<file path="src/hw/rtl/hqr_ram.sv">
// Generic RAM with one write port and two registered read ports.
module hqr_ram #(
   parameter int WIDTH = 32,
   parameter int DEPTH = 64
) (
   input  logic                     clock,
   input  logic                     wr_en,
   input  logic [$clog2(DEPTH)-1:0] wr_addr,
   input  logic [WIDTH-1:0]         wr_data,
   input  logic [$clog2(DEPTH)-1:0] rd_addr_a,
   output logic [WIDTH-1:0]         rd_data_a,
   input  logic [$clog2(DEPTH)-1:0] rd_addr_b,
   output logic [WIDTH-1:0]         rd_data_b
);

   logic [WIDTH-1:0] mem_ff [DEPTH];

   always_ff @(posedge clock) begin
      if (wr_en) begin
         mem_ff[wr_addr] <= wr_data;
      end
      rd_data_a <= mem_ff[rd_addr_a];
      rd_data_b <= mem_ff[rd_addr_b];
   end

endmodule

</file>
<file path="config.mk">
export PLATFORM = sky130hd
export DESIGN_NAME = hqr_ram
export DESIGN_NICKNAME = d
export VERILOG_FILES = /design/src/hw/rtl/hqr_ram.sv
export SDC_FILE = /design/constraint.sdc
export NUM_CORES = 2
export LEC_CHECK = 0
export BUFFER_PORTS_ARGS = -buffer_cell sky130_fd_sc_hd__buf_2
export CAP_MARGIN = 20
export CORE_ASPECT_RATIO = 1.2
export CORE_MARGIN = 4
export CORE_UTILIZATION = 30
export DETAILED_ROUTE_END_ITERATION = 10
export MAX_ROUTING_LAYER = met4
export PLACE_DENSITY = 0.48
export SLEW_MARGIN = 20
export SYNTH_ARGS = -nofsm -noshare
export SYNTH_HDL_FRONTEND = slang
export SYNTH_SLANG_ARGS = --single-unit
</file>
<file path="constraint.sdc">
create_clock -name clock -period 6.5 [get_ports clock]
set_input_delay 0.65 -clock clock [delete_from_list [all_inputs] [get_ports clock]]
set_output_delay 0.65 -clock clock [all_outputs]
set_load 0.01 [all_outputs]
</file>
==> impl_metrics.csv <==
group,metric,value,unit
floorplanning,die_width,523,um
logic_synthesis,synth_enable_flop_cells,2048,
detailed_routing,via_count,51100,
floorplanning,floorplan.rows,226,
power_and_ir_drop,pwr-share-clk,41.5,%
setup_path,worst_setup_path_class,"in -> reg",
power_and_ir_drop,switching_share,23.3,%
sta,finClkSkew,33.2,ps
floorplanning,num_io_pins,116,
power_and_ir_drop,internal_power,23.2,mW
cts,clk_transition_reported_paths,60,ps
sta,report.final.slew_viol_count,0,
global_route,largest_net_degree_at_the_start_of_global_routing,96,
logic_synthesis,synthesis.area_per_instance,21.7,um^2
floorplanning,core_box_area,0.317,mm^2
logic_synthesis,synth-main-ff-cell,"edfxtp_1",
cts,clock_sinks,2112,
logic_synthesis,synth-seq-area-share,65.6,%
detailed_routing,total_iterations_of_the_first_detailed_routing_run,6,
global_route,global_route_wire_length_before_repair,459000,um
sta,setup-tns-final,0,ps
logic_synthesis,async_flop_share,0,%
sta,max_freq,287,MHz
sta,timing.hold.ws,256,ps
global_route,number_of_global_route_vias_before_repair,53300,
global_route,groute.usage.overall,20.8,%
setup_path,crit_chain,"buf_8 > buf_12 > buf_4 > mux4_2 > mux4_2 > o22ai_1 > a21oi_1",
cts,number_of_h_tree_levels,4,
cts,postCtsHoldBufs,0,
sta,maxSlewHeadroom,20.0,%
logic_synthesis,yosysUniqueCellTypes,38,
cts,clk-insertion-delay-late,870,ps
logic_synthesis,synth.net_count,4464,
power_and_ir_drop,sequential_group_share_of_total_power,50.2,%
cts,max-clock-path-buffers,4,
setup_path,critical_path.slowest_cell,"buf_8",
floorplanning,initial_utilization,30.2,%
sta,setup_repair_after_global_routing_missed_its_margin,"no",
status,run_status,"finished clean",
detailed_routing,drtAntennaViolNets,0,
logic_synthesis,synth_top_cell_by_area,"edfxtp_1",
hold_path,min_from,"wr_addr[2]",
logic_synthesis,synth.area.top_cells,"edfxtp_1, mux4_2, mux2i_1",
logic_synthesis,synthesis.yosys.warnings,0,
global_route,antenna_found_initial,36,
finish,nNetsFinal,4626,
setup_path,r2r_start,"mem_ff[12][3]$_DFFE_PP_",
place,hpwl,193000,um
logic_synthesis,synthesis.instances,4412,
power_and_ir_drop,combPwrFrac,8.2,%
logic_synthesis,synth.top_cells.by_count,"edfxtp_1, mux4_2, mux2i_1, clkbuf_1, buf_2",
flow_run,timing.max_cap.violations,0,
place,io_buffer_count,115,
cts,post_cts_buffers,0,
power_and_ir_drop,p_sw,7.04,mW
hold_path,min-delay-path-class,"in -> reg",
detailed_routing,detail_route.wl_per_cell,37.3,um
cts,clock_tree_from_tritoncts,"yes",
sta,setup_violations,0,
setup_path,timing.critical_path.from,"rd_addr_b[0]",
setup_path,critPathMaxStageDelay,700,ps
detailed_routing,totalWireLength,335000,um
setup_path,arrival,4200,ps
logic_synthesis,most_frequently_used_cell_type_in_the_post_synthesis_netlist,"edfxtp_1",
setup_path,worst-path-buf-inv,3,
logic_synthesis,synthesis.area,0.0957,mm^2
finish,layout-area-overhead-vs-synth,14.2,%
setup_path,cp-start-kind,"input port",
power_and_ir_drop,pwr_density_cell,277,mW/mm^2
sta,finalCritPeriodShare,53.7,%
power_and_ir_drop,power.ir.vdd_worst,0.000202,V
setup_path,cp_data_required_time,7210,ps
detailed_routing,drtIter0Drc,5407,
detailed_routing,detail_route.drc_violations,0,
sta,timing_hold_violations_final,0,
setup_path,path_max_fanout,73,
setup_path,worstSetupEndpointType,"flop",
global_route,globalRoute.totalOverflow,0,
sta,tightest_slew,1200,ps
sta,finalWorstPathRequiredPeriod,3490,ps
floorplanning,die_height,627,um
logic_synthesis,synth_top_area_share,64.3,%
cts,cts.repair.resized,0,
logic_synthesis,yosys_register_bits,2112,
finish,post_route_cells_drive_above_1_share,39.0,%
cts,clock-root-buffer,"clkbuf_16",
setup_path,largest_delay_share_family_worst_path,"buffers and inverters",
place,finalWeightedCongestion,0.787,
power_and_ir_drop,power_leakage,33.5,nW
setup_path,critical-path-top-cell-by-count,"mux4_2",
detailed_routing,avgViaCountPerCell,5.68,
floorplanning,design.die.area,0.328,mm^2
cts,cts_made_buffers,216,
## cell families (layout without fill, tap and decap cells)
logic type,count (synthesis),after routing,synth area share (%)
buffers and inverters,348,686,1.83
and+or+nand+nor,248,248,1.13
other,0,24,0
AOI/OAI and AO/OA,340,340,2.39
DFF,2112,2112,65.6
muxes,1364,1364,29.0
## worst paths after layout
check / endpoint / slack, ps / depth (start not counted)
max: rd_data_b[19]$_DFF_P_ / 3010 / 7
min reg2reg: rd_data_a[9]$_DFF_P_ / 910 / 5
min: mem_ff[49][2]$_DFFE_PP_ / 260 / 2
max reg2reg: rd_data_a[3]$_DFF_P_ / 3980 / 4
## registers in the layout, indices dropped and copies added, names as in the netlist
signal / flops
rd_data_b: 32
mem_ff: 2048
rd_data_a: 32
## cell usage in the layout, fill, tap and decap left out, types with 24 or more instances in the layout
cell type and n:
mux4_2 1124, dfxtp_1 64, buf_2 82, a21oi_1 58
diode_2 24, clkbuf_16 220, a22oi_1 85, edfxtp_1 2048
buf_12 30, o211ai_1 27, mux2_2 36, o22ai_1 56
buf_4 168, nor2_1 30, nand2_1 91, clkinv_1 38
clkinv_2 39, nor2_4 63, mux2i_1 204, o21ai_1 31
clkbuf_1 38
## power groups by stage
stage / clock [mW] / combinational, mW / sequential (mW)
after floorplan: 0 / 1.44 / 15.4
after global placement: 0 / 2.50 / 15.5
after detailed placement: 0 / 2.51 / 15.5
after CTS: 12.8 / 2.51 / 15.2
after global routing: 13.4 / 2.62 / 15.2
final: 12.6 / 2.49 / 15.2
## per-stage QoR
step / instance area, um^2 / util [%] / setup slack [ps] / total power, mW / instances
3_3_place_gp: 102000 / 32.2 / 2090 / 18.0 / 8565
2_1_floorplan: 95700 / - / 2660 / 16.9 / 4412
4_1_cts: 109000 / 34.4 / 2990 / 30.5 / 8965
6_report: 109000 / 34.5 / 3010 / 30.2 / 8992
3_5_place_dp: 102000 / 32.2 / 2060 / 18.0 / 8571
5_1_grt: 109000 / 34.5 / 2750 / 31.2 / 8984
## cell type report
class	instances	area, um^2
Fill cell	29500	207000
Sequential cell	2112	62800
Multi-Input combinational cell	1952	31700
Clock buffer	279	5940
Tap cell	4218	5280
Timing Repair Buffer	291	2450
Clock inverter	115	1050
Antenna cell	24	60.1
Inverter	1	3.75
## routing by layer
metal | vias up | global-route usage, % | wire (um)
li1 | 19900 | - | -
met1 | 28700 | 27.0 | 136000
met2 | 2058 | 33.5 | 165000
met3 | 495 | 3.67 | 22800
met4 | 0 | 6.13 | 11100
met5 | - | - | 0
(Power assumes the default switching activity.)
