**src/hw/rtl/hqr_pkg.sv**
```systemverilog
// Shared types, constants and saturation helper for the Householder QR unit.
package hqr_pkg;

   localparam int WORD_W        = 32;
   localparam int ACC_W         = 64;
   localparam int MAX_DIM_DEF   = 8;
   localparam int FRAC_BITS_DEF = 16;
   localparam int DIM_REG_W     = 4;
   localparam int CSR_IDX_W     = 1;
   localparam int OPCODE_W      = 2;
   localparam int INDEX_W       = 3;
   localparam int STATUS_W      = 2;

   localparam logic [DIM_REG_W-1:0] DIM_RESET = 4'd8;

   localparam logic [CSR_IDX_W-1:0] CSR_ROW_COUNT = 1'b0;
   localparam logic [CSR_IDX_W-1:0] CSR_COL_COUNT = 1'b1;

   localparam logic [STATUS_W-1:0] STATUS_OK        = 2'd0;
   localparam logic [STATUS_W-1:0] STATUS_SHAPE_ERR = 2'd1;
   localparam logic [STATUS_W-1:0] STATUS_NOT_DECOMP = 2'd2;
   localparam logic [STATUS_W-1:0] STATUS_UNUSED    = 2'd3;

   localparam logic signed [WORD_W-1:0] WORD_MAX = 32'sh7FFF_FFFF;
   localparam logic signed [WORD_W-1:0] WORD_MIN = 32'sh8000_0000;

   typedef enum logic [OPCODE_W-1:0] {
      OP_WRITE  = 2'd0,
      OP_START  = 2'd1,
      OP_READ_Q = 2'd2,
      OP_READ_R = 2'd3
   } opcode_type;

   // Saturates a wide signed value to one 32-bit word.
   function automatic logic signed [WORD_W-1:0] sat32(input logic signed [ACC_W-1:0] x);
      logic signed [WORD_W-1:0] r;
      if (x > 64'(WORD_MAX)) begin
         r = WORD_MAX;
      end else if (x < 64'(WORD_MIN)) begin
         r = WORD_MIN;
      end else begin
         r = x[WORD_W-1:0];
      end
      return r;
   endfunction

endpackage

```
**src/hw/rtl/hqr_sqrt.sv**
```systemverilog
// Bit-serial floor square root of a fixed-point word, one result bit per step.
module hqr_sqrt #(
   parameter int FRAC_BITS = hqr_pkg::FRAC_BITS_DEF
) (
   input  logic                              clock,
   input  logic                              reset,
   input  logic                              start,
   input  logic signed [hqr_pkg::WORD_W-1:0] x,
   output logic                              done,
   output logic signed [hqr_pkg::WORD_W-1:0] root
);

   localparam int STEPS = 32;
   localparam int CNT_W = $clog2(STEPS + 1);
   localparam logic [hqr_pkg::ACC_W-1:0] BIT_INIT = 64'd1 << 62;

   logic                       run_ff, run_in;
   logic                       done_ff, done_in;
   logic [CNT_W-1:0]           cnt_ff, cnt_in;
   logic [hqr_pkg::ACC_W-1:0]  v_ff, v_in;
   logic [hqr_pkg::ACC_W-1:0]  res_ff, res_in;
   logic [hqr_pkg::ACC_W-1:0]  bit_ff, bit_in;
   logic [hqr_pkg::ACC_W-1:0]  trial;

   assign trial = res_ff + bit_ff;

   always_comb begin
      run_in  = run_ff;
      done_in = 1'b0;
      cnt_in  = cnt_ff;
      v_in    = v_ff;
      res_in  = res_ff;
      bit_in  = bit_ff;
      if (start) begin
         res_in = '0;
         if (x <= 0) begin
            done_in = 1'b1;
         end else begin
            run_in = 1'b1;
            v_in   = hqr_pkg::ACC_W'(x) << FRAC_BITS;
            bit_in = BIT_INIT;
            cnt_in = CNT_W'(STEPS);
         end
      end else if (run_ff) begin
         if (v_ff >= trial) begin
            v_in   = v_ff - trial;
            res_in = (res_ff >> 1) + bit_ff;
         end else begin
            res_in = res_ff >> 1;
         end
         bit_in = bit_ff >> 2;
         cnt_in = cnt_ff - CNT_W'(1);
         if (cnt_ff == CNT_W'(1)) begin
            run_in  = 1'b0;
            done_in = 1'b1;
         end
      end
   end

   always_ff @(posedge clock) begin
      if (reset) begin
         run_ff  <= 1'b0;
         done_ff <= 1'b0;
      end else begin
         run_ff  <= run_in;
         done_ff <= done_in;
      end
      cnt_ff <= cnt_in;
      v_ff   <= v_in;
      res_ff <= res_in;
      bit_ff <= bit_in;
   end

   assign done = done_ff;
   assign root = $signed(res_ff[hqr_pkg::WORD_W-1:0]);

endmodule

```
**config.mk**
```make
export PLATFORM = sky130hd
export DESIGN_NAME = hqr_sqrt
export DESIGN_NICKNAME = d
export VERILOG_FILES = /design/src/hw/rtl/hqr_pkg.sv /design/src/hw/rtl/hqr_sqrt.sv
export SDC_FILE = /design/constraint.sdc
export NUM_CORES = 1
export LEC_CHECK = 0
export CAP_MARGIN = 20
export CORE_ASPECT_RATIO = 1.4
export CORE_MARGIN = 3
export CORE_UTILIZATION = 50
export CTS_CLUSTER_DIAMETER = 150
export DETAILED_ROUTE_END_ITERATION = 10
export DONT_BUFFER_PORTS = 1
export PLACE_DENSITY = 0.76
export SETUP_SLACK_MARGIN = 0.4
export SYNTH_ARGS = -nofsm -noshare
export SYNTH_HDL_FRONTEND = slang
export SYNTH_SLANG_ARGS = --single-unit
```
**constraint.sdc**
```tcl
create_clock -name clock -period 6.25 [get_ports clock]
set_input_delay 1.25 -clock clock [delete_from_list [all_inputs] [get_ports clock]]
set_output_delay 1.25 -clock clock [all_outputs]
set_load 0.02 [all_outputs]
```
==> flow_metrics.tcl <==
set metrics [dict create \
    status "complete, no violations" \
    rr_startpoint "bit_ff[4]$_SDFFCE_PP0P_" \
    r2r-end "res_ff[31]$_SDFFE_PP0P_" \
    fin_area_um2 16600 \
    power.density_nw_per_um2 277 \
    async_flop_share_pct 0 \
    fillers 2784 \
    ys_ff_latch 168 \
    cts_buffers 17 \
    pin_count 68 \
    clk_latency_ns 0.46 \
    setup_tns_ns 0 \
    cellLeakagePower_nw 5.95 \
    yosys_warnings 0 \
    synth_compound_area_share_pct 26.8 \
    hold_end "res_ff[63]$_SDFFE_PP0P_" \
    cts_buffer_depth 2 \
    htree_levels 4 \
    worstRegToRegCells 23 \
    fin_nets 1961 \
    grt_usage_pct 26.6 \
    dp_cells 2148 \
    slew_viol_final 0 \
    placed_cell_area_um2 15700 \
    rows 75 \
    max-cap-violations 0 \
    avgSynthCellArea_um2 8.36 \
    yosys.area.top_type "edfxtp_1" \
    critPathKind "flip-flop to flip-flop" \
    synth_common_cells "nor2_1, nand2_1, o21ai_0" \
    finalSetupViolCount 0 \
    total_power_mw 4.60 \
    cp_max_fo 27 \
    synth_edf_count 102 \
    worst_setup_path_start_kind "flip-flop" \
    coreArea_um2 30200 \
    hold_viol_final 0 \
    drc 0 \
    viasPerCell 6.47 \
    worst_pin_slew_ns 0.740 \
    synthesis.instances 1852 \
    port-buffer-count 0 \
    synth_seq_area_share_pct 28.3 \
    synth.area.mux_share_pct 1.14 \
    ir_drop_mv 0.156 \
    final_util_pct 54.9 \
    syn_nets 2020 \
    ctsHoldBuffers 0 \
    drt_iter0_drc 1050 \
    die_w_um 155 \
    max_freq_ghz 0.174 \
    min_from "res_ff[63]$_SDFFE_PP0P_" \
    yosysUniqueCellTypes 95 \
    synth-simple-area-share_pct 18.8 \
    whs_ns 0.560 \
    place_congestion 0.996 \
    synthMostInstantiatedCell "nor2_1" \
    antenna_found_initial 0 \
    synth_xor_area_share_pct 8.60 \
    area.growth.synth_to_final_pct 7.28 \
    grt_pass1_vias 13767 \
    grt_pass1_wl_um 71600 \
    routed_wl_um 46200 \
    initial_core_util_pct 51.2 \
    hold_path_depth 2 \
    mappedNetlistArea_um2 15500 \
    final_cells 2190 \
    post-route-period-util_pct 91.8 \
    route.vias.total 14159 \
    drive_above_1_share_pct 10.6 \
    synth_top_family_by_area "compound AO/OA/AOI/OAI gates" \
    clockRootBuffer "clkbuf_16" \
    synth_area_leaders "edfxtp_1, ha_1, dfxtp_1" \
    die_area_um2 33100 \
    required_ns 6.61 \
    synth_fa_ha_area_share_pct 10.8 \
    place_ws_ns 0.341 \
    setup_ws_ns 0.515 \
    hold_class "flip-flop to flip-flop" \
    wl_per_cell_um 21.1 \
    finClkSkew_ns 0.0119 \
    clock_sinks 168 \
    rrSetupSlack_ns 0.52 \
    synth-main-ff-cell "edfxtp_1" \
    slew_headroom_pct 50.2 \
    cts_tree "yes" \
    dr.pass1.iters 6 \
    crit_arrival_ns 6.09 \
    rsz0062_at_grt "no" \
    overflow 0 \
    num_antenna_cells 0 \
    grt_max_degree 192 \
    period_needed_ns 5.73 \
    hpwl_um 33300 \
    critPathCaptureType "flip-flop" \
    ant_nets 0 \
    cts.clk_slew.worst_paths_ns 0.07 \
    yosysTopAreaCellShare_pct 19.8 \
    die-height_um 214 \
]
## report_power, final
| group | leakage (nW) | switching (mW) | internal [mW] |
|---|---|---|---|
| sequential | 1.53 | 0.115 | 1.33 |
| clock | 0.283 | 0.496 | 0.592 |
| combinational | 4.14 | 1.25 | 0.814 |
## worst max path at each step
stage,slack [ns],startpoint,depth (start not counted),end
2_1_floorplan,0.61,bit_ff[2]$_SDFFCE_PP0P_,23,v_ff[0]$_SDFFCE_PP0P_
3_3_place_gp,0.43,bit_ff[6]$_SDFFCE_PP0P_,23,res_ff[2]$_SDFFE_PP0P_
3_5_place_dp,0.34,bit_ff[2]$_SDFFCE_PP0P_,23,res_ff[46]$_SDFFE_PP0P_
4_1_cts,0.43,bit_ff[2]$_SDFFCE_PP0P_,23,res_ff[31]$_SDFFE_PP0P_
5_1_grt,0.35,bit_ff[6]$_SDFFCE_PP0P_,25,res_ff[31]$_SDFFE_PP0P_
6_report,0.52,bit_ff[4]$_SDFFCE_PP0P_,23,res_ff[31]$_SDFFE_PP0P_
## logic make-up after synthesis
| logic type | count (synthesis) |
|---|---|
| AOI/OAI and AO/OA | 598 |
| and+or+nand+nor | 604 |
| xor gates and xnor gates | 152 |
| buffers and inverters | 180 |
| muxes | 17 |
| adders and majority gates | 133 |
| DFF | 168 |
## critical path, cell delays in order, from the launching register on
cell	delay, ns
edfxtp_1	0.42
ha_1	0.37
a211oi_2	0.32
a211oi_4	0.07
a31oi_4	0.26
o2111a_2	0.34
nor2_4	0.07
a211oi_2	0.18
buf_4	0.17
o21bai_2	0.09
a31o_2	0.28
xnor2_1	0.17
ha_1	0.46
nand2_1	0.15
nor2_2	0.25
nand3_2	0.17
a211o_1	0.37
nand4_1	0.20
o21ai_4	0.09
buf_12	0.14
buf_4	0.16
clkbuf_16	0.20
or3_1	0.36
a311oi_1	0.31
## final cells by class
class	count	area [um2]	share of cell area (%)
clock inverter	13	145	0.874
timing repair buffer	53	505	3.05
inverter	49	184	1.11
multi-input combinational	1504	10500	63.0
clock buffer	18	429	2.59
tap	385	482	2.90
sequential	168	4390	26.4
## flip-flops by register name (all words and copies together), names as in the netlist
signal,flops
cnt_ff,6
run_ff,1
v_ff,64
bit_ff,32
res_ff,64
done,1
## cells in the final DEF (no fill, tap or decap), drive strengths merged, types with 16 or more instances in the layout
cell    count
xnor2      84
edfxtp    102
a31oi      58
or3        16
inv        54
nand4      51
o21bai     36
o21ai     157
buf        52
dfxtp      66
o21a       22
clkbuf     19
ha        132
nand3      36
a21o       38
a21oi     120
nor2b      50
a211oi     36
xor2       68
nor3       33
nand2     169
nor2      178
## repair_timing
item | 4_1_cts | 5_1_grt
pin swaps | 1 | 12
gates cloned | 2 | 1
resized for setup | 2 | 48
setup endpoints to repair | 14 | 134
buffers inserted | 2 | 6
## layer usage
metal / vias to the layer above / routed length, um / global-route usage (%)
li1: 6743 / - / -
met5: - / 0 / 0
met2: 544 / 23300 / 47.4
met3: 157 / 2470 / 3.67
met1: 6715 / 17800 / 30.0
met4: 0 / 2660 / 15.5
Note: power is estimated with default switching activity, not from simulation.
