### config.mk
export PLATFORM = sky130hd
export DESIGN_NAME = hqr_div
export DESIGN_NICKNAME = d
export VERILOG_FILES = /design/src/hw/rtl/hqr_pkg.sv /design/src/hw/rtl/hqr_div.sv
export SDC_FILE = /design/constraint.sdc
export NUM_CORES = 1
export LEC_CHECK = 0
export BUFFER_PORTS_ARGS = -buffer_cell sky130_fd_sc_hd__buf_4
export CORE_UTILIZATION = 44
export DETAILED_ROUTE_END_ITERATION = 10
export PLACE_DENSITY = 0.61
export SLEW_MARGIN = 15
export SYNTH_ARGS = -nofsm -noshare
export SYNTH_HDL_FRONTEND = slang
export SYNTH_SLANG_ARGS = --single-unit
### constraint.sdc
create_clock -name clock -period 11.4 [get_ports clock]
set_input_delay 1.71 -clock clock [delete_from_list [all_inputs] [get_ports clock]]
set_output_delay 1.71 -clock clock [all_outputs]
set_load 0.02 [all_outputs]
### src/hw/rtl/hqr_pkg.sv
// Shared types, constants and saturation helper for the Householder QR unit.
package hqr_pkg;

   localparam int WORD_W        = 32;
   localparam int ACC_W         = 64;
   localparam int MAX_DIM_DEF   = 8;
   localparam int FRAC_BITS_DEF = 16;
   localparam int DIM_REG_W     = 4;
   localparam int CSR_IDX_W     = 1;
   localparam int OPCODE_W      = 2;
   localparam int INDEX_W       = 3;
   localparam int STATUS_W      = 2;

   localparam logic [DIM_REG_W-1:0] DIM_RESET = 4'd8;

   localparam logic [CSR_IDX_W-1:0] CSR_ROW_COUNT = 1'b0;
   localparam logic [CSR_IDX_W-1:0] CSR_COL_COUNT = 1'b1;

   localparam logic [STATUS_W-1:0] STATUS_OK        = 2'd0;
   localparam logic [STATUS_W-1:0] STATUS_SHAPE_ERR = 2'd1;
   localparam logic [STATUS_W-1:0] STATUS_NOT_DECOMP = 2'd2;
   localparam logic [STATUS_W-1:0] STATUS_UNUSED    = 2'd3;

   localparam logic signed [WORD_W-1:0] WORD_MAX = 32'sh7FFF_FFFF;
   localparam logic signed [WORD_W-1:0] WORD_MIN = 32'sh8000_0000;

   typedef enum logic [OPCODE_W-1:0] {
      OP_WRITE  = 2'd0,
      OP_START  = 2'd1,
      OP_READ_Q = 2'd2,
      OP_READ_R = 2'd3
   } opcode_type;

   // Saturates a wide signed value to one 32-bit word.
   function automatic logic signed [WORD_W-1:0] sat32(input logic signed [ACC_W-1:0] x);
      logic signed [WORD_W-1:0] r;
      if (x > 64'(WORD_MAX)) begin
         r = WORD_MAX;
      end else if (x < 64'(WORD_MIN)) begin
         r = WORD_MIN;
      end else begin
         r = x[WORD_W-1:0];
      end
      return r;
   endfunction

endpackage

### src/hw/rtl/hqr_div.sv
// Iterative restoring divider for signed fixed-point quotients with saturation.
module hqr_div #(
   parameter int FRAC_BITS = hqr_pkg::FRAC_BITS_DEF
) (
   input  logic                                   clock,
   input  logic                                   reset,
   input  logic                                   start,
   input  logic signed [hqr_pkg::WORD_W-1:0]      num,
   input  logic signed [hqr_pkg::WORD_W-1:0]      den,
   output logic                                   done,
   output logic signed [hqr_pkg::WORD_W-1:0]      quot
);

   localparam int NUM_W = hqr_pkg::WORD_W + FRAC_BITS;
   localparam int CNT_W = $clog2(NUM_W + 1);

   logic                       run_ff, run_in;
   logic                       done_ff, done_in;
   logic [CNT_W-1:0]           cnt_ff, cnt_in;
   logic [NUM_W-1:0]           sh_ff, sh_in;
   logic [NUM_W-1:0]           quo_ff, quo_in;
   logic [hqr_pkg::WORD_W-1:0] rem_ff, rem_in;
   logic [hqr_pkg::WORD_W-1:0] dm_ff, dm_in;
   logic                       neg_ff, neg_in;
   logic signed [hqr_pkg::WORD_W-1:0] res_ff, res_in;

   logic [hqr_pkg::WORD_W-1:0] num_mag, den_mag;
   logic [hqr_pkg::WORD_W:0]   rem_x;
   logic                       ge;
   logic                       big;

   assign num_mag = num[hqr_pkg::WORD_W-1] ? (~num + hqr_pkg::WORD_W'(1)) : num;
   assign den_mag = den[hqr_pkg::WORD_W-1] ? (~den + hqr_pkg::WORD_W'(1)) : den;
   assign rem_x   = {rem_ff, sh_ff[NUM_W-1]};
   assign ge      = rem_x >= {1'b0, dm_ff};
   assign big     = |quo_in[NUM_W-1:hqr_pkg::WORD_W-1];

   always_comb begin
      run_in  = run_ff;
      done_in = 1'b0;
      cnt_in  = cnt_ff;
      sh_in   = sh_ff;
      quo_in  = quo_ff;
      rem_in  = rem_ff;
      dm_in   = dm_ff;
      neg_in  = neg_ff;
      res_in  = res_ff;
      if (start) begin
         neg_in = num[hqr_pkg::WORD_W-1] != den[hqr_pkg::WORD_W-1];
         dm_in  = den_mag;
         if (den_mag == '0) begin
            done_in = 1'b1;
            if (num == '0) begin
               res_in = '0;
            end else if (num[hqr_pkg::WORD_W-1]) begin
               res_in = hqr_pkg::WORD_MIN;
            end else begin
               res_in = hqr_pkg::WORD_MAX;
            end
         end else begin
            run_in = 1'b1;
            sh_in  = {num_mag, {FRAC_BITS{1'b0}}};
            rem_in = '0;
            quo_in = '0;
            cnt_in = CNT_W'(NUM_W);
         end
      end else if (run_ff) begin
         rem_in = ge ? rem_x[hqr_pkg::WORD_W-1:0] - dm_ff : rem_x[hqr_pkg::WORD_W-1:0];
         quo_in = {quo_ff[NUM_W-2:0], ge};
         sh_in  = {sh_ff[NUM_W-2:0], 1'b0};
         cnt_in = cnt_ff - CNT_W'(1);
         if (cnt_ff == CNT_W'(1)) begin
            run_in  = 1'b0;
            done_in = 1'b1;
            // Quotients of 2^31 and above saturate to the limit of the result sign.
            if (big) begin
               res_in = neg_ff ? hqr_pkg::WORD_MIN : hqr_pkg::WORD_MAX;
            end else if (neg_ff) begin
               res_in = -$signed(quo_in[hqr_pkg::WORD_W-1:0]);
            end else begin
               res_in = $signed(quo_in[hqr_pkg::WORD_W-1:0]);
            end
         end
      end
   end

   always_ff @(posedge clock) begin
      if (reset) begin
         run_ff  <= 1'b0;
         done_ff <= 1'b0;
      end else begin
         run_ff  <= run_in;
         done_ff <= done_in;
      end
      cnt_ff <= cnt_in;
      sh_ff  <= sh_in;
      quo_ff <= quo_in;
      rem_ff <= rem_in;
      dm_ff  <= dm_in;
      neg_ff <= neg_in;
      res_ff <= res_in;
   end

   assign done = done_ff;
   assign quot = res_ff;

endmodule

==> results.yml, run 1 <==
logic_synthesis:
  synthTopCellsByArea: "edfxtp_1, nand2_1, xor2_1"
  synthCells: 1150
  synth-edff-count: 166
  synth_top_cell_area_share_pct: 44.5
  post-synth-top-area-cell: "edfxtp_1"
  ys.warnings.count: 0
  yosysSeqAreaShare_pct: 47.9
  ys_ff_latch: 185
  postSynthNetCount: 1255
  synth.distinct_cells: 70
  syn_area_per_cell_um2: 9.75
  async_reset_ff_share_pct: 0
  synth_top_flop_cell: "edfxtp_1"
  synth_area_um2: 11200
pwr:
  totalPowerFinal_uw: 2450
  pwr-share-comb_pct: 37.3
  peakVddDrop_uv: 129
  p_leak_uw: 0.00510
  clockPowerShare_pct: 24.9
  netSwitchingFraction_pct: 37.2
  seqPwrFrac_pct: 37.8
  intPower_uw: 1540
  power_density_nw_per_um2: 191
  power_switching_uw: 913
sta:
  tightestPinTransition_ns: 0.968
  fmax_ghz: 0.192
  fin_crit_sh_pct: 45.7
  maxSlewHeadroom_pct: 35.0
  timing.final.ws_setup_ns: 6.19
  setup_tns_ns: 0
  slew_viol_final: 0
  finClkSkew_ns: 0.0124
  timing_hold_violations_final: 0
  finalSetupViolCount: 0
  rsz0062_at_grt: "no"
  fin_crit_ns: 5.21
global_route:
  antenna_found_initial: 0
  grt_util_met3_pct: 3.31
  grt_use_total_pct: 20.1
  top_usage_layer: "met2"
  grt_pass1_wl_um: 41900
  grt_use_met1_pct: 28.9
  grt_pass1_vias: 8219
  overflow: 0
  grt_max_degree: 63
  use_met2_pct: 31.3
place:
  portBuffers: 99
  dpl_cell_area_um2: 12200
  gp_congestion: 0.848
  pre_cts_slack_ns: 5.83
  dp.final_hpwl_um: 18000
outcome:
  status: "finished, final reports clean"
die:
  dieWidth_um: 162
  io_pins: 100
  die_y_um: 162
  coreArea_um2: 25100
  die_area_um2: 26100
  initial_core_util_pct: 44.7
  row_count: 58
cells_and_area:
  multi_input_area_um2: 5440
  nNetsFinal: 1332
  seq_area_um2: 5370
  antenna_cells: 0
  drive_above_1_share_pct: 13.6
  design_area_um2: 12900
  fillCellCount: 2382
  area_growth_pct: 14.7
clocking:
  clk_latency_ns: 0.45
  clock_sinks: 185
  cts_hold_repair.buffers: 0
  h-tree-depth: 4
  cts.path.max_buffers: 2
  cts-root-buf: "clkbuf_16"
  cts_tree: "done"
  cts_made_buffers: 17
  clk_pin_slew_worst_paths_ns: 0.09
  cts_resized: 0
  cts_setup_buffers: 0
setup_path:
  cp-end-kind: "flip-flop"
  crit_type: "reg -> reg"
  cp.arrival_ns: 5.38
  startpoint_type: "flip-flop"
  cp.required_ns: 11.57
  cp_max_fo: 5
routing:
  via_per_inst: 5.50
  drtPass1Iterations: 4
  drc: 0
  via_count: 8628
  totalWireLength_um: 25400
  drt_iter0_markers: 500
  wl_per_cell_um: 16.2
  ant_nets: 0
run:
  drv_cap: 0
min_path:
  hp-class: "reg -> reg"
-- metrics by stage --
step / util, % / std cells / hold slack [ns]
3_5_place_dp: 48.8 / 1538 / 0.469
4_1_cts: 51.2 / 1570 / 0.479
2_1_floorplan: - / 1150 / 0.448
3_3_place_gp: 48.8 / 1538 / 0.461
5_1_grt: 51.2 / 1570 / 0.500
6_report: 51.2 / 1570 / 0.476
-- cell type report --
type                    count  share of cell area, %
multi-input cells         859                   42.3
flip-flops and latches    185                   41.7
repair buffers            109                   6.36
clock buffers              17                   3.31
well taps                 330                   3.21
inverters                  55                   1.61
clock inverters            15                   1.48
-- logic make-up after synthesis --
group / synth area share [%]
compound gates: 17.7
xor+xnor: 8.05
fa+ha+maj: 4.31
buf+inv: 3.76
flops: 47.9
mux: 0.268
simple gates: 18.0
-- synthesized netlist by cell type, types with 18 or more instances --
cell type	instances
edfxtp_1	166
nand2_1	131
nor2_1	100
a21oi_1	89
o21ai_0	64
xor2_1	54
inv_1	53
xnor2_1	49
clkbuf_1	40
ha_1	37
and2_1	31
nor3_1	27
o31ai_1	24
or3_1	22
a21o_1	19
dfxtp_1	19
a22oi_1	18
-- placed cells by master (no fill, tap or decap), types with 5 or more instances in the layout --
cell type / n
o41ai_1: 8
nor2b_1: 9
a22oi_1: 18
a21oi_1: 89
nor2_1: 98
o21ai_0: 64
or2_2: 5
nand2b_1: 15
clkbuf_16: 17
buf_4: 109
nor4_1: 11
and3_1: 9
clkinv_8: 5
a211oi_1: 10
inv_1: 53
xnor2_1: 49
nand4_1: 11
o21bai_1: 7
a31oi_1: 8
o31ai_1: 24
xor2_1: 54
nor3_1: 27
nand2_1: 131
a21o_1: 19
or4_1: 9
and2_1: 31
edfxtp_1: 166
ha_1: 37
a211o_1: 5
nand3_1: 13
dfxtp_1: 19
or3_1: 22
o21a_1: 11
-- critical path, stage by stage, from the launching register on --
cell      delay, ns
edfxtp_1       0.45
inv_1          0.09
ha_1           0.23
nor2b_1        0.15
o31ai_1        0.42
a21oi_1        0.16
a311o_1        0.39
a211o_1        0.36
a21boi_0       0.37
nor2_2         0.11
clkinv_1       0.07
ha_1           0.17
nand2b_1       0.09
or2_2          0.33
nor2_1         0.15
nand2_1        0.13
or2_2          0.32
o31ai_1        0.39
a21boi_0       0.27
xor2_1         0.16
o21ai_0        0.10
-- path summary, 6_finish.rpt --
check / from / to / slack, ns / cells past startpoint
min reg2reg: quo_ff[46]$_DFF_P_ / quo_ff[46]$_DFF_P_ / 0.48 / 2
max: dm_ff[1]$_DFFE_PP_ / quot[30]$_DFFE_PP_ / 6.19 / 20
min: quo_ff[46]$_DFF_P_ / quo_ff[46]$_DFF_P_ / 0.48 / 2
max reg2reg: dm_ff[1]$_DFFE_PP_ / quot[30]$_DFFE_PP_ / 6.19 / 20
-- state kept, by name, indices dropped and copies added, names as in the netlist --
signal,flops
quo_ff,48
dm_ff,32
quot,32
rem_ff,32
sh_ff,32
cnt_ff,6
done,1
neg_ff,1
run_ff,1
-- power by group through the flow --
stage	Clock, uW	Sequential (uW)	Combinational, uW
after floorplan	0	918	710
after global placement	0	940	901
after detailed placement	0	940	910
after CTS	625	927	916
after global routing	646	939	1030
final	611	928	916
-- routing by layer --
| layer | part of all wire (%) | wire [um] |
|---|---|---|
| met5 | 0 | 0 |
| met3 | 3.7 | 953 |
| met1 | 51 | 12900 |
| met2 | 44 | 11200 |
| met4 | 1.3 | 342 |
Power figures use the tool's default switching activity.
==> run 2: changes to the inputs <==
Clock period 11.4 ns to 5.1 ns, I/O delays scaled along.
==> run 2 against run 1 <==
Global-route usage is essentially flat; setup slack lost 5.7 ns; routed wire length shrank 0.47%; fmax grew 12%; clock-buffer cell count grew 2; cell count grew 0.13%; largest cell class unchanged.
==> results.yml, run 2 (synthesis results as in run 1) <==
sta:
  slew_viol_final: 0
  fin_crit_sh_pct: 90.9
  finClkSkew_ns: 0.0120
  timing.final.ws_setup_ns: 0.463
  fin_crit_ns: 4.64
  maxSlewHeadroom_pct: 37.6
  rsz0062_at_grt: "no"
  timing_hold_violations_final: 0
  finalSetupViolCount: 0
  tightestPinTransition_ns: 0.935
  fmax_ghz: 0.216
  setup_tns_ns: 0
cells_and_area:
  nNetsFinal: 1334
  antenna_cells: 0
  design_area_um2: 12800
  instances_no_fill: 1572
  drive_above_1_share_pct: 13.9
  area_growth_pct: 14.6
  final_common_cell: "edfxtp_1"
  largest_reg_flops: 48
  layout_common_cells: "edfxtp_1, nand2_1, buf_4"
  top_register: "quo_ff"
pwr:
  power_density_nw_per_um2: 424
  totalPowerFinal_uw: 5450
  peakVddDrop_uv: 231
  p_leak_uw: 0.00510
min_path:
  hold_depth: 2
  hp-class: "reg -> reg"
  hp-start: "quo_ff[39]$_DFF_P_"
  worstHoldEndpoint: "quo_ff[39]$_DFF_P_"
setup_path:
  reg2reg_setup_slack_ns: 0.46
  startpoint_type: "flip-flop"
  cp.required_ns: 5.27
  crit_path_start: "rem_ff[9]$_SDFFCE_PP0P_"
  crit_chain: "ha_1 -> or3_1 -> a21oi_1 -> a211oi_1 -> a311o_1 -> a211o_1 -> a21boi_2 -> nor2_2 -> clkinv_1 -> ha_1 -> nand2b_1 -> or2_2 -> nor2_1 -> nand2_1 -> or2_2 -> o31ai_2 -> a21boi_1 -> xor2_1 -> o21ai_0"
  cp_max_fo: 6
  cp.arrival_ns: 4.81
  rr_startpoint: "rem_ff[9]$_SDFFCE_PP0P_"
  slowest_stage: "edfxtp_1"
  crit_path_max_incr_delay_ns: 0.40
  cp-end-kind: "flip-flop"
  crit_type: "reg -> reg"
  r2r_end: "quot[30]$_DFFE_PP_"
  reg2reg_depth: 19
die:
  die_area_um2: 26100
  row_count: 58
  io_pins: 100
  initial_core_util_pct: 44.7
  dieWidth_um: 162
  coreArea_um2: 25100
  die_y_um: 162
global_route:
  grt_max_degree: 91
  grt_pass1_vias: 8254
  antenna_found_initial: 0
  grt_pass1_wl_um: 42000
  grt_use_total_pct: 20.1
  overflow: 0
routing:
  via_per_inst: 5.51
  drc: 0
  totalWireLength_um: 25300
  ant_nets: 0
  wl_per_cell_um: 16.1
  drtPass1Iterations: 5
  via_count: 8663
  drt_iter0_markers: 505
outcome:
  status: "finished, final reports clean"
clocking:
  cts_resized: 0
  cts_made_buffers: 17
  clk_latency_ns: 0.44
  cts-root-buf: "clkbuf_16"
  cts.path.max_buffers: 2
  clk_pin_slew_worst_paths_ns: 0.08
  cts_hold_repair.buffers: 0
  cts_setup_buffers: 0
  cts_tree: "done"
  h-tree-depth: 4
  clock_sinks: 185
place:
  gp_congestion: 0.877
  pre_cts_slack_ns: 0.159
  dp.final_hpwl_um: 17900
  portBuffers: 99
  dpl_cell_area_um2: 12300
  dp.cells: 1540
run:
  drv_cap: 0
[run 2: cell types whose count changed in the layout (fill, tap and decap cells not counted), moves of 2 or more]
cell	change
clkinv_8	-4
buf_4	+2
a21boi_0	-2
inv_12	-2
o31ai_1	-2
o31ai_2	+2
inv_6	+2
[run 2: how the worst max path moves through the flow]
stage	depth (start not counted)	endpoint
global route	19	quot[30]$_DFFE_PP_
global placement	19	quot[30]$_DFFE_PP_
detailed placement	19	quot[30]$_DFFE_PP_
CTS	19	quot[30]$_DFFE_PP_
floorplan	13	cnt_ff[0]$_SDFFCE_PP0P_
finish	19	quot[30]$_DFFE_PP_
[run 2: critical path: cells and delay by family, from the launching register on]
family          cells  cell delay [ns]
compound gates      8             1.75
buf+inv             1             0.07
xor+xnor            1             0.15
flops               1             0.40
simple gates        7             1.45
fa+ha+maj           2             0.57
[run 2: through the flow]
| stage | util (%) | hold WS (ns) |
|---|---|---|
| finish | 51.2 | 0.478 |
| global route | 51.2 | 0.485 |
| CTS | 51.1 | 0.477 |
| detailed placement | 48.8 | 0.465 |
| global placement | 48.8 | 0.458 |
| floorplan | - | 0.448 |
[run 2: cell type report]
type / count / area (um2)
clock buffer: 19 / 454
clock inverter: 13 / 121
fill: 2352 / 12300
inverter: 55 / 206
multi-input combinational: 859 / 5460
sequential: 185 / 5370
tap: 330 / 413
timing repair buffer: 111 / 833
[run 2: report_power, final]
group	internal (uW)	switching, uW	leakage [uW]
Combinational	843	1230	0.00300
Clock	676	633	0.000283
Sequential	1940	131	0.00181
[run 2: per-layer routing]
layer  share of wire [%]  track usage [%]
met4                 1.1             5.19
met2                  45             31.8
met3                 4.8             3.78
met5                   0                0
met1                  49             28.4
==> run 3: changes to the inputs <==
--- a/config.mk
+++ b/config.mk
@@ -10,4 +10,5 @@
 export DETAILED_ROUTE_END_ITERATION = 10
 export PLACE_DENSITY = 0.61
+export REMOVE_ABC_BUFFERS = 1
 export SLEW_MARGIN = 15
 export SYNTH_ARGS = -nofsm -noshare
==> constraint.sdc (replaced) <==
create_clock -name clock -period 5.1 [get_ports clock]
set_input_delay 0 -clock clock [delete_from_list [all_inputs] [get_ports clock]]
set_output_delay 0 -clock clock [all_outputs]
set_load 0.02 [all_outputs]
==> run 3 against run 2 <==
Routed wire length up 1.4%; sequential power about the same; sequential share of layout area down 2.0 points; final area up 5.2%; sequential cell count unchanged; cell count up 3.9%.
==> results.yml, run 3 (synthesis results as in run 1) <==
setup_path:
  crit_chain: "ha_1 -> or3_1 -> a21oi_1 -> a211oi_1 -> a311o_1 -> a211o_1 -> a21boi_1 -> nor2_2 -> clkinv_1 -> ha_1 -> nand2b_1 -> or2_2 -> nor2_1 -> nand2_1 -> or2_2 -> o31ai_1 -> a21boi_0 -> xor2_1 -> o21ai_0"
  cp_max_fo: 6
  cp-end-kind: "flip-flop"
  reg2reg_setup_slack_ns: 0.33
  cp.arrival_ns: 4.94
  startpoint_type: "flip-flop"
  slowest_stage: "edfxtp_1"
  r2r_end: "quot[30]$_DFFE_PP_"
  rr_startpoint: "rem_ff[9]$_SDFFCE_PP0P_"
  reg2reg_depth: 19
  cp.required_ns: 5.28
  cp-endpoint: "quot[30]$_DFFE_PP_"
  crit_path_max_incr_delay_ns: 0.40
  crit_path_start: "rem_ff[9]$_SDFFCE_PP0P_"
  crit_type: "reg -> reg"
clocking:
  cts_tree: "done"
  cts.path.max_buffers: 2
  clk_pin_slew_worst_paths_ns: 0.08
  cts-root-buf: "clkbuf_16"
  clock_sinks: 185
  clk_latency_ns: 0.44
  cts_made_buffers: 17
  h-tree-depth: 4
pwr:
  p_leak_uw: 0.00538
  netSwitchingFraction_pct: 36.9
  power_density_nw_per_um2: 408
  peakVddDrop_uv: 260
  clockPowerShare_pct: 24.5
  pwr-share-comb_pct: 38.2
  power_switching_uw: 2030
  intPower_uw: 3480
  seqPwrFrac_pct: 37.4
place:
  dp.cells: 1541
  dp.final_hpwl_um: 17800
  gp_congestion: 0.838
  portBuffers: 99
sta:
  tightestPinTransition_ns: 0.980
  holdWs_ns: 0.0238
  setup_tns_ns: 0
  slew_viol_final: 0
  fin_crit_ns: 4.77
  rsz0062_at_grt: "no"
  finalSetupViolCount: 0
  timing_hold_violations_final: 0
  fmax_ghz: 0.210
  finClkSkew_ns: 0.0158
  fin_crit_sh_pct: 93.5
  maxSlewHeadroom_pct: 34.5
min_path:
  hp-class: "in -> reg"
  hp-start: "den[16]"
routing:
  drc: 0
  wl_per_cell_um: 15.7
  drt_iter0_markers: 580
  via_per_inst: 5.51
  totalWireLength_um: 25700
  via_count: 9000
  drtPass1Iterations: 5
  ant_nets: 0
cells_and_area:
  area_growth_pct: 20.5
  final_util_pct: 53.8
  drive_above_1_share_pct: 13.3
  seq_area_um2: 5370
  layout_common_cells: "edfxtp_1, nand2_1, buf_4"
  top_register: "quo_ff"
  antenna_cells: 0
  final_common_cell: "edfxtp_1"
  nNetsFinal: 1396
  largest_reg_flops: 48
  fillCellCount: 2274
  multi_input_area_um2: 5450
  instances_no_fill: 1634
run:
  drv_cap: 0
die:
  die_y_um: 162
  initial_core_util_pct: 44.7
  dieWidth_um: 162
  row_count: 58
  die_area_um2: 26100
  coreArea_um2: 25100
  io_pins: 100
global_route:
  grt_pass1_vias: 8436
  grt_pass1_wl_um: 42400
  grt_max_degree: 62
  antenna_found_initial: 0
  grt_use_total_pct: 20.2
  overflow: 0
outcome:
  status: "finished, final reports clean"
run 3: changes by cell type in the layout (fill, tap and decap cells not counted), sizes merged:
cell / change
buf: +1
dlygate4sd3: +61
inv: -3
clkbuf: -2
clkinvlp: -1
clkinv: +6
run 3: final cells by class:
class	instances	area share [%]
clock buffers	17	3.15
well taps	330	3.06
repair buffers	173	10.8
flip-flops and latches	185	39.7
clock inverters	15	1.42
multi-input cells	859	40.3
inverters	55	1.53
run 3: critical path: cells and delay by family, from the launching register on:
| family | cells | cell delay, ns |
|---|---|---|
| AOI/OAI and AO/OA | 8 | 1.86 |
| and+or+nand+nor | 7 | 1.45 |
| DFF | 1 | 0.40 |
| adders and majority gates | 2 | 0.57 |
| xor gates and xnor gates | 1 | 0.16 |
| buffers and inverters | 1 | 0.07 |
run 3: how the worst min path moves through the flow:
| stage | to | slack, ns | cells past startpoint |
|---|---|---|---|
| finish | dm_ff[16]$_DFFE_PP_ | 0.02 | 2 |
| global route | dm_ff[16]$_DFFE_PP_ | 0.02 | 2 |
| CTS | dm_ff[16]$_DFFE_PP_ | 0.009 | 2 |
| detailed placement | run_ff$_SDFFE_PP0N_ | 0.19 | 2 |
| global placement | run_ff$_SDFFE_PP0N_ | 0.19 | 2 |
| floorplan | run_ff$_SDFFE_PP0N_ | 0.07 | 1 |
run 3: per-stage QoR:
stage	power, uW	instance area (um2)	setup slack (ns)
after floorplan	3590	11000	-1.84
after global placement	4120	12300	0.246
after detailed placement	4140	12300	0.134
after CTS	5540	13500	0.121
after global routing	5890	13500	0.0608
final	5520	13500	0.331
run 3: what timing repair did:
| item | CTS | global route |
|---|---|---|
| setup buffers | 0 | 0 |
| resized for setup | 0 | 2 |
| hold buffers | 61 | 0 |
| setup endpoints to repair | 0 | 2 |
| hold endpoints to repair | 62 | 0 |
run 3: layer usage:
layer	wire, um	global-route usage (%)
met2	11700	32.5
met4	303	5.36
met5	0	0
met1	12600	28.6
met3	1040	2.90
run 3: power groups by stage:
stage               Clock, uW  Sequential (uW)  Combinational (uW)
global route             1440             2090                2360
floorplan                   0             2060                1540
detailed placement          0             2090                2050
finish                   1350             2060                2110
global placement            0             2090                2030
CTS                      1370             2060                2100
